--- src/rtl/ppt_pkg.sv ---
// Shared types and constants for the pulse-period tachometer.
// No dependencies; imported by every module of the block.
`default_nettype none

package ppt_pkg;

   // Input item commands
   localparam logic CMD_PULSE = 1'b0;
   localparam logic CMD_POLL  = 1'b1;

   // Register map (index = byte address / 4)
   localparam int CSR_ADDR_W = 4;
   localparam int CSR_DATA_W = 32;
   localparam logic [1:0] REG_MAX_AGE = 2'd0;
   localparam logic [1:0] REG_PPR     = 2'd1;
   localparam logic [1:0] REG_CIRC    = 2'd2;

   localparam logic [15:0] MAX_AGE_RESET = 16'd2000;
   localparam logic [6:0]  PPR_RESET     = 7'd1;
   localparam logic [23:0] CIRC_RESET    = 24'd16777;

   // Divider geometry: 26-bit dividend covers the microseconds per minute
   localparam int DIV_W     = 26;
   localparam int DVS_W     = 32;
   localparam int DIV_CNT_W = $clog2(DIV_W + 1);
   localparam logic [DIV_W-1:0] US_PER_MIN = 26'd60000000;

   localparam logic [15:0] RPM_MAX = 16'hFFFF;
   localparam int RPM60_W = 22;
   localparam int PROD_W  = RPM60_W + 24;

   typedef struct packed {
      logic [15:0] max_age_ms;
      logic [6:0]  pulses_per_rev;
      logic [23:0] circumference_miles;
   } ppt_cfg_type;

   typedef struct packed {
      logic             start;
      logic [DIV_W-1:0] dividend;
      logic [DVS_W-1:0] divisor;
   } ppt_div_req_type;

   typedef enum logic [2:0] {
      ST_IDLE,
      ST_EVAL,
      ST_DIV_NUM,
      ST_DIV_RPM,
      ST_SCALE,
      ST_MULT,
      ST_FINISH
   } ppt_state_type;

endpackage

`default_nettype wire

--- src/rtl/ppt_csr.sv ---
// Configuration registers behind the APB-style port.
// Depends on ppt_pkg for the register map and the config struct.
`default_nettype none

module ppt_csr (
   input  wire logic                          clock,
   input  wire logic                          reset,
   input  wire logic                          csr_psel,
   input  wire logic                          csr_penable,
   input  wire logic                          csr_pwrite,
   input  wire logic [ppt_pkg::CSR_ADDR_W-1:0] csr_paddr,
   input  wire logic [ppt_pkg::CSR_DATA_W-1:0] csr_pwdata,
   output logic      [ppt_pkg::CSR_DATA_W-1:0] csr_prdata,
   output logic                               csr_pready,
   output ppt_pkg::ppt_cfg_type               cfg
);
   import ppt_pkg::*;

   ppt_cfg_type cfg_ff;
   logic        wr_en;
   logic [1:0]  reg_idx;

   assign wr_en      = csr_psel & csr_penable & csr_pwrite;
   assign reg_idx    = csr_paddr[3:2];
   assign csr_pready = 1'b1;
   assign cfg        = cfg_ff;

   always_ff @(posedge clock) begin
      if (reset) begin
         cfg_ff.max_age_ms          <= MAX_AGE_RESET;
         cfg_ff.pulses_per_rev      <= PPR_RESET;
         cfg_ff.circumference_miles <= CIRC_RESET;
      end else if (wr_en) begin
         unique case (reg_idx)
            REG_MAX_AGE: cfg_ff.max_age_ms          <= csr_pwdata[15:0];
            REG_PPR:     cfg_ff.pulses_per_rev      <= csr_pwdata[6:0];
            REG_CIRC:    cfg_ff.circumference_miles <= csr_pwdata[23:0];
            default: ;
         endcase
      end
   end

   always_comb begin
      unique case (reg_idx)
         REG_MAX_AGE: csr_prdata = {16'd0, cfg_ff.max_age_ms};
         REG_PPR:     csr_prdata = {25'd0, cfg_ff.pulses_per_rev};
         REG_CIRC:    csr_prdata = {8'd0, cfg_ff.circumference_miles};
         default:     csr_prdata = '0;
      endcase
   end

endmodule

`default_nettype wire

--- src/rtl/ppt_divider.sv ---
// Restoring radix-2 divider, one quotient bit per cycle, shared by both divisions.
// Depends on ppt_pkg for widths and the request struct.
`default_nettype none

module ppt_divider (
   input  wire logic                      clock,
   input  wire logic                      reset,
   input  ppt_pkg::ppt_div_req_type       div_req,
   output logic                           busy,
   output logic                           done,
   output logic [ppt_pkg::DIV_W-1:0]      quotient
);
   import ppt_pkg::*;

   logic [DIV_CNT_W-1:0] cnt_ff;
   logic                 done_ff;
   logic [DVS_W-1:0]     rem_ff;
   logic [DIV_W-1:0]     quo_ff;
   logic [DVS_W-1:0]     dvs_ff;
   logic [DVS_W:0]       trial;
   logic                 fits;
   logic [DVS_W:0]       diff;

   assign trial = {rem_ff, quo_ff[DIV_W-1]};
   assign fits  = trial >= {1'b0, dvs_ff};
   assign diff  = trial - {1'b0, dvs_ff};

   always_ff @(posedge clock) begin
      if (reset) begin
         cnt_ff  <= '0;
         done_ff <= 1'b0;
      end else begin
         done_ff <= (cnt_ff == DIV_CNT_W'(1));
         if (div_req.start) begin
            cnt_ff <= DIV_CNT_W'(DIV_W);
         end else if (cnt_ff != '0) begin
            cnt_ff <= cnt_ff - DIV_CNT_W'(1);
         end
      end
   end

   // Dividend bits shift out of quo_ff as quotient bits shift in
   always_ff @(posedge clock) begin
      if (div_req.start) begin
         rem_ff <= '0;
         quo_ff <= div_req.dividend;
         dvs_ff <= div_req.divisor;
      end else if (cnt_ff != '0) begin
         rem_ff <= fits ? diff[DVS_W-1:0] : trial[DVS_W-1:0];
         quo_ff <= {quo_ff[DIV_W-2:0], fits};
      end
   end

   assign busy     = (cnt_ff != '0);
   assign done     = done_ff;
   assign quotient = quo_ff;

   a_no_restart: assert property (@(posedge clock) disable iff (reset)
      div_req.start |-> !busy)
      else $error("divider restarted while busy");

   a_done_after_last: assert property (@(posedge clock) disable iff (reset)
      (cnt_ff == DIV_CNT_W'(1)) |=> done)
      else $error("divider done missing after last step");

endmodule

`default_nettype wire

--- src/rtl/pulse_period_tachometer_unit.sv ---
// Top level of the pulse-period tachometer: sequencer, state and speed multiplier.
// Depends on ppt_pkg, ppt_csr and ppt_divider.
`default_nettype none

// One item at a time. A poll or a stale pulse passes through the eval, scale,
// multiply and finish states; a pulse that updates the rpm also makes two passes
// through the shared 26-step divider (60000000 / pulses_per_rev, then that
// quotient / average interval, skipped when that is zero) before the speed multiply.
// req_ready is high only while the sequencer is idle; a finished result sits in
// the output register until taken, and the next item is accepted meanwhile.
module pulse_period_tachometer_unit (
   input  wire logic                           clock,
   input  wire logic                           reset,
   input  wire logic                           req_valid,
   output logic                                req_ready,
   input  wire logic                           req_command,
   input  wire logic [31:0]                    req_now_ms,
   input  wire logic [31:0]                    req_now_us,
   output logic                                rsp_valid,
   input  wire logic                           rsp_ready,
   output logic      [15:0]                    rsp_rpm,
   output logic      [15:0]                    rsp_speed_mph,
   input  wire logic                           csr_psel,
   input  wire logic                           csr_penable,
   input  wire logic                           csr_pwrite,
   input  wire logic [ppt_pkg::CSR_ADDR_W-1:0] csr_paddr,
   input  wire logic [ppt_pkg::CSR_DATA_W-1:0] csr_pwdata,
   output logic      [ppt_pkg::CSR_DATA_W-1:0] csr_prdata,
   output logic                                csr_pready
);
   import ppt_pkg::*;

   ppt_cfg_type     cfg;
   ppt_div_req_type div_req;
   logic            div_busy;
   logic            div_done;
   logic [DIV_W-1:0] div_quo;

   ppt_state_type state_ff, state_in;

   logic        cmd_ff;
   logic [31:0] ms_ff;
   logic [31:0] us_ff;
   logic [31:0] last_us_ff;
   logic [31:0] last_ms_ff;
   logic [31:0] ivl0_ff;
   logic [31:0] ivl1_ff;
   logic [15:0] rpm_value_ff;
   logic        poll_zero_ff;
   logic [15:0] rpm_out_ff;
   logic [RPM60_W-1:0] rpm60_ff;
   logic [PROD_W-1:0]  prod_ff;
   logic        rsp_valid_ff;
   logic [15:0] rsp_rpm_ff;
   logic [15:0] rsp_speed_ff;

   logic [31:0] age;
   logic        age_over;
   logic        pulse_stale;
   logic        can_update;
   logic [32:0] ivl_sum;
   logic [31:0] avg;
   logic [6:0]  ppr_eff;
   logic [15:0] rpm_sat;
   logic [15:0] rpm_sel;
   logic [15:0] speed_sat;
   logic        out_free;

   ppt_csr u_csr (
      .clock       (clock),
      .reset       (reset),
      .csr_psel    (csr_psel),
      .csr_penable (csr_penable),
      .csr_pwrite  (csr_pwrite),
      .csr_paddr   (csr_paddr),
      .csr_pwdata  (csr_pwdata),
      .csr_prdata  (csr_prdata),
      .csr_pready  (csr_pready),
      .cfg         (cfg)
   );

   ppt_divider u_div (
      .clock    (clock),
      .reset    (reset),
      .div_req  (div_req),
      .busy     (div_busy),
      .done     (div_done),
      .quotient (div_quo)
   );

   assign age         = ms_ff - last_ms_ff;
   assign age_over    = age > {16'd0, cfg.max_age_ms};
   assign pulse_stale = age_over;
   assign can_update  = (last_us_ff != '0) && (last_us_ff < us_ff);
   assign ivl_sum     = {1'b0, ivl0_ff} + {1'b0, ivl1_ff};
   assign avg         = ivl_sum[32:1];
   assign ppr_eff     = (cfg.pulses_per_rev == '0) ? 7'd1 : cfg.pulses_per_rev;
   assign rpm_sat     = (div_quo[DIV_W-1:16] != '0) ? RPM_MAX : div_quo[15:0];
   assign rpm_sel     = (cmd_ff == CMD_POLL && poll_zero_ff) ? 16'd0 : rpm_value_ff;
   assign speed_sat   = (prod_ff[PROD_W-1:32] != '0) ? RPM_MAX : prod_ff[31:16];
   assign out_free    = !rsp_valid_ff || rsp_ready;

   // Next state
   always_comb begin
      state_in = state_ff;
      unique case (state_ff)
         ST_IDLE: begin
            if (req_valid) state_in = ST_EVAL;
         end
         ST_EVAL: begin
            if (cmd_ff == CMD_PULSE && !pulse_stale && can_update) state_in = ST_DIV_NUM;
            else state_in = ST_SCALE;
         end
         ST_DIV_NUM: begin
            if (div_done) state_in = (avg == '0) ? ST_SCALE : ST_DIV_RPM;
         end
         ST_DIV_RPM: begin
            if (div_done) state_in = ST_SCALE;
         end
         ST_SCALE:  state_in = ST_MULT;
         ST_MULT:   state_in = ST_FINISH;
         ST_FINISH: begin
            if (out_free) state_in = ST_IDLE;
         end
         default:   state_in = ST_IDLE;
      endcase
   end

   // Sequencer outputs
   always_comb begin
      req_ready        = 1'b0;
      div_req.start    = 1'b0;
      div_req.dividend = US_PER_MIN;
      div_req.divisor  = {{(DVS_W-7){1'b0}}, ppr_eff};
      unique case (state_ff)
         ST_IDLE: req_ready = 1'b1;
         ST_EVAL: begin
            div_req.start = (cmd_ff == CMD_PULSE) && !pulse_stale && can_update;
         end
         ST_DIV_NUM: begin
            div_req.dividend = div_quo;
            div_req.divisor  = avg;
            div_req.start    = div_done && (avg != '0);
         end
         default: ;
      endcase
   end

   always_ff @(posedge clock) begin
      if (reset) begin
         state_ff     <= ST_IDLE;
         last_us_ff   <= '0;
         last_ms_ff   <= '0;
         ivl0_ff      <= '0;
         ivl1_ff      <= '0;
         rpm_value_ff <= '0;
         rsp_valid_ff <= 1'b0;
      end else begin
         state_ff <= state_in;
         if (state_ff == ST_EVAL && cmd_ff == CMD_PULSE) begin
            last_ms_ff <= ms_ff;
            if (pulse_stale) begin
               rpm_value_ff <= '0;
               last_us_ff   <= '0;
            end else begin
               ivl0_ff    <= ivl1_ff;
               ivl1_ff    <= us_ff - last_us_ff;
               last_us_ff <= us_ff;
            end
         end
         if (state_ff == ST_DIV_NUM && div_done && avg == '0) begin
            rpm_value_ff <= RPM_MAX;
         end
         if (state_ff == ST_DIV_RPM && div_done) begin
            rpm_value_ff <= rpm_sat;
         end
         if (state_ff == ST_FINISH && out_free) begin
            rsp_valid_ff <= 1'b1;
         end else if (rsp_ready) begin
            rsp_valid_ff <= 1'b0;
         end
      end
   end

   // Payload registers
   always_ff @(posedge clock) begin
      if (state_ff == ST_IDLE && req_valid) begin
         cmd_ff <= req_command;
         ms_ff  <= req_now_ms;
         us_ff  <= req_now_us;
      end
      if (state_ff == ST_EVAL) begin
         poll_zero_ff <= (ms_ff > last_ms_ff) && age_over;
      end
      if (state_ff == ST_SCALE) begin
         rpm_out_ff <= rpm_sel;
         // rpm * 60 as (rpm * 64) - (rpm * 4)
         rpm60_ff   <= {rpm_sel, 6'd0} - {4'd0, rpm_sel, 2'd0};
      end
      if (state_ff == ST_MULT) begin
         prod_ff <= PROD_W'(rpm60_ff) * PROD_W'(cfg.circumference_miles);
      end
      if (state_ff == ST_FINISH && out_free) begin
         rsp_rpm_ff   <= rpm_out_ff;
         rsp_speed_ff <= speed_sat;
      end
   end

   assign rsp_valid     = rsp_valid_ff;
   assign rsp_rpm       = rsp_rpm_ff;
   assign rsp_speed_mph = rsp_speed_ff;

   a_idle_div_quiet: assert property (@(posedge clock) disable iff (reset)
      req_ready |-> !div_busy)
      else $error("divider busy while accepting an item");

   a_done_in_div: assert property (@(posedge clock) disable iff (reset)
      div_done |-> (state_ff == ST_DIV_NUM || state_ff == ST_DIV_RPM))
      else $error("divider finished outside a division state");

   a_pulse_rpm: assert property (@(posedge clock) disable iff (reset)
      (state_ff == ST_FINISH && cmd_ff == CMD_PULSE) |-> rpm_out_ff == rpm_value_ff)
      else $error("pulse result rpm differs from stored rpm");

   a_finish_loads: assert property (@(posedge clock) disable iff (reset)
      (state_ff == ST_FINISH && out_free) |=> rsp_valid && state_ff == ST_IDLE)
      else $error("finished item not presented");

endmodule

`default_nettype wire

--- config.mk ---
export PLATFORM = sky130hd
export DESIGN_NAME = pulse_period_tachometer_unit
export DESIGN_NICKNAME = d
export VERILOG_FILES = /design/src/rtl/ppt_pkg.sv /design/src/rtl/ppt_csr.sv /design/src/rtl/ppt_divider.sv /design/src/rtl/pulse_period_tachometer_unit.sv
export SDC_FILE = /design/constraint.sdc
export NUM_CORES = 2
export LEC_CHECK = 0
export ABC_AREA = 1
export BUFFER_PORTS_ARGS = -buffer_cell sky130_fd_sc_hd__buf_2
export CELL_PAD_IN_SITES_DETAIL_PLACEMENT = 1
export CELL_PAD_IN_SITES_GLOBAL_PLACEMENT = 2
export CORE_ASPECT_RATIO = 1.4
export CORE_MARGIN = 2
export CORE_UTILIZATION = 38
export DETAILED_ROUTE_END_ITERATION = 12
export PLACE_DENSITY = 0.82
export SYNTH_ARGS = -nofsm -noshare
export SYNTH_HDL_FRONTEND = slang
export SYNTH_SLANG_ARGS = --single-unit
--- constraint.sdc ---
create_clock -name clock -period 6.79 [get_ports clock]
set_clock_uncertainty 0.1 [all_clocks]
set_input_delay 0.3395 -clock clock [delete_from_list [all_inputs] [get_ports clock]]
set_output_delay 0.3395 -clock clock [all_outputs]
set_load 0.05 [all_outputs]
==> reports/results.ini <==
[outcome]
status = completed

[global_route]
fraction_of_met3_tracks_used_by_global_routing = 0.0262
grt_start_max_net_pins = 96
grt.met2_usage = 0.488
global_route.overflow_total = 0
met1_usage = 0.254
number_of_antenna_violations_at_the_first_check_in_global_routing = 13
via_count_of_the_first_global_routing_pass = 40660
grt.busiest_layer = met2
grt_pass1_wl_um = 221000
groute.usage.overall = 0.243

[place]
io_port_bufs = 155
gpl.final_weighted_congestion = 0.910
hpwl_um = 114000

[clocking]
clock_latency_ns = 0.67
cts.root.buffer_cell = clkbuf_16
cts_tree = built
worst_setup_hold_path_clk_slew_ns = 0.07
cts_sinks = 454
cts.path.max_buffers = 3
cts_max_level = 2
cts_made_buffers = 51

[critical_path]
setup.worst_path.start_class = flop
crit_slowest_cell = fa_1
timing.critical_path.mode_cell = fa_1
arrival_ns = 6.86
critical_path_end_type = flop
critical_path.max_fanout = 11
critical_path.cell_chain = buf_12 > buf_4 > nand2_1 > inv_1 > fa_1 > inv_1 > fa_1 > fa_1 > inv_1 > fa_1 > fa_1 > fa_1 > fa_1 > ha_1 > buf_4 > nand2_1 > nor2_1 > buf_4 > a21oi_1 > o21ai_0 > a21oi_1 > o21bai_1 > buf_4 > xor2_1
critical_path_required_ns = 7.07
worst-setup-path-type = flop to flop
crit_path_max_incr_delay_ns = 0.56

[synth]
syn_inst = 5709
ys_seq_area_frac = 0.263
synth.top_cells.by_count = 1514 x nand2_1, 1304 x inv_1, 397 x fa_1, 397 x nor2_1, 349 x ha_1
synthesis.area_per_instance_um2 = 7.52
netlist_area_um2 = 42900
ys_seq_elements = 454
netlist.top_cell.by_area = fa_1
number_of_flops_mapped_to_enable_cells_by_yosys = 221
ys.flop_type = dfxtp_1
synth_cell_type_count = 56
fraction_of_post_synthesis_cell_area_in_the_top_cell_type_by_area = 0.185
ys_top_cells_by_area = fa_1 19%, edfxtp_1 15%, nand2_1 13%
async_flop_share = 0
synth-warning-count = 0
yosys.cell_count.top_type = nand2_1

[floorplan]
placeableCoreArea_um2 = 112000
num_rows = 145
floorplan.die.width_um = 288
die_height_um = 402
starting_density_of_the_core = 0.384
io_pins = 175
floorplan.die_area_um2 = 116000

[finish]
nets = 6849
flow.area_growth_from_synthesis_pct = 14.5
drive_above_1_share = 0.0762

[routing]
dr.first_iter.drc_count = 1323
wl_um = 139000
drc = 0
wl_per_cell_um = 18.5
detail_route.first_pass.iterations = 5
routed_via_density = 4.91
detailroute.via_count = 36862
final_antenna_net_count = 0

[timing]
slew_viol_final = 0
setup_viol = 0
timing.max_slew.rel_slack = 0.233
final-hold-violation-count = 0
setup_total_negative_slack_ns = 0
period_needed_ns = 6.58
timing.fmax_mhz = 152
timing.final.crit_share = 0.969
worst_slew_pin_slew_ns = 1.15
worst_hold_slack_ns = 0.0861

[pwr]
p_leak_nw = 25.8
peakVddDrop_mv = 0.203
power-per-cell-area_nw_per_um2 = 261

[run]
timing.max_cap.violations = 0

[worst_hold_path]
tightest_hold_check_type = input pin to flop

critical path: cells and delay by family, from the launching register on:
kind | cells | cell delay [ns]
adder cells (fa/ha/maj) | 8 | 3.83
buffers and inverters | 8 | 0.92
AO/OA/AOI/OAI | 4 | 0.75
flip-flops | 1 | 0.35
AND/OR/NAND/NOR | 3 | 0.23
XOR/XNOR | 1 | 0.13
final timing paths:
kind                                                 start                         end  slack, ns  cells after the start
worst max-delay path            u_csr.cfg[12]$_SDFFE_PP0P_       prod_ff[32]$_DFFE_PP_       0.21                     24
worst min-delay path                        csr_pwdata[19]  u_csr.cfg[19]$_SDFFE_PP0P_       0.09                      3
worst max register to register  u_csr.cfg[12]$_SDFFE_PP0P_       prod_ff[32]$_DFFE_PP_       0.21                     24
worst min register to register    rpm_out_ff[13]$_DFFE_PP_       rsp_rpm[13]$_DFFE_PP_       0.32                      0
layout make-up:
cell class,count,area [µm²]
fillers,13900,62800
clock buffers,69,1390
multi-input cells,3773,26200
repair buffers,405,3260
flip-flops and latches,454,11300
clock inverters,26,294
inverters,1310,4920
diodes,2,5.00
well taps,1470,1840
cell families (layout without fill, tap and decap cells):
| logic type | Yosys count | count (layout) | synth area share |
|---|---|---|---|
| AND/OR/NAND/NOR | 2160 | 2160 | 0.200 |
| other | 2 | 11 | 0.000175 |
| adder cells (fa/ha/maj) | 746 | 746 | 0.287 |
| AO/OA/AOI/OAI | 731 | 731 | 0.0910 |
| flip-flops | 454 | 454 | 0.263 |
| XOR/XNOR | 127 | 127 | 0.0259 |
| buffers and inverters | 1489 | 1810 | 0.133 |
state kept, by name, summed over array words and instances, names as in the netlist, 19 cells and up:
register and count:
u_csr.cfg 47, ivl0_ff 32, ivl1_ff 32, last_ms_ff 32, last_us_ff 32, ms_ff 32
u_div.dvs_ff 32, u_div.rem_ff 32, us_ff 32, prod_ff 30, u_div.quotient 26, rpm60_ff 19
report_power, final:
part	internal [mW]	switching, mW	total [mW]	leakage (nW)
Combinational	2.62	3.79	6.41	21.1
Clock	1.57	1.27	2.85	0.808
Sequential	3.36	0.196	3.56	3.91
Total	7.55	5.26	12.8	25.8
layout by cell type (no fill, tap or decap), drive strengths merged, types with 13 or more instances in the layout:
cell type    synthesis  final
fa                 397    397
a31oi               18     18
nor2               403    403
ha                 349    349
dlygate4sd3          0     88
nand4               44     44
clkbuf             143     69
nand3              127    127
o21bai              16     16
o211ai              13     13
buf                 36    317
nor3                33     33
inv               1308   1310
nand2             1525   1525
a21o                14     14
xnor2               43     43
o21ai              298    298
edfxtp             221    221
xor2                84     84
clkinv               2     19
dfxtp              233    233
a21oi              339    339
metal layers:
layer | wire length (µm) | share of wire
met4 | 5390 | 0.039
met2 | 78100 | 0.56
met3 | 3370 | 0.024
met5 | 100 | 0.00072
met1 | 52200 | 0.38
per-stage QoR:
stage | power [mW] | cells | utilization | worst slack [ns] | cell area (µm²)
3_3_place_gp | 9.70 | 7320 | 0.415 | -0.0701 | 46400
3_5_place_dp | 9.87 | 7320 | 0.415 | -0.0820 | 46400
2_1_floorplan | 7.51 | 5716 | - | 0.513 | 43000
6_report | 12.8 | 7509 | 0.439 | 0.208 | 49200
5_1_grt | 13.8 | 7507 | 0.439 | -0.0300 | 49200
4_1_cts | 12.8 | 7503 | 0.438 | 0.00870 | 49000
what timing repair did:
item / CTS / global route
setup endpoints to repair: 3 / 16
resized for setup: 3 / 37
hold buffers: 88 / 0
gates cloned: 0 / 0
endpoints found under the hold margin: 111 / 0
pin swaps: 0 / 7
setup buffers: 0 / 4
Power figures use the tool's default switching activity.
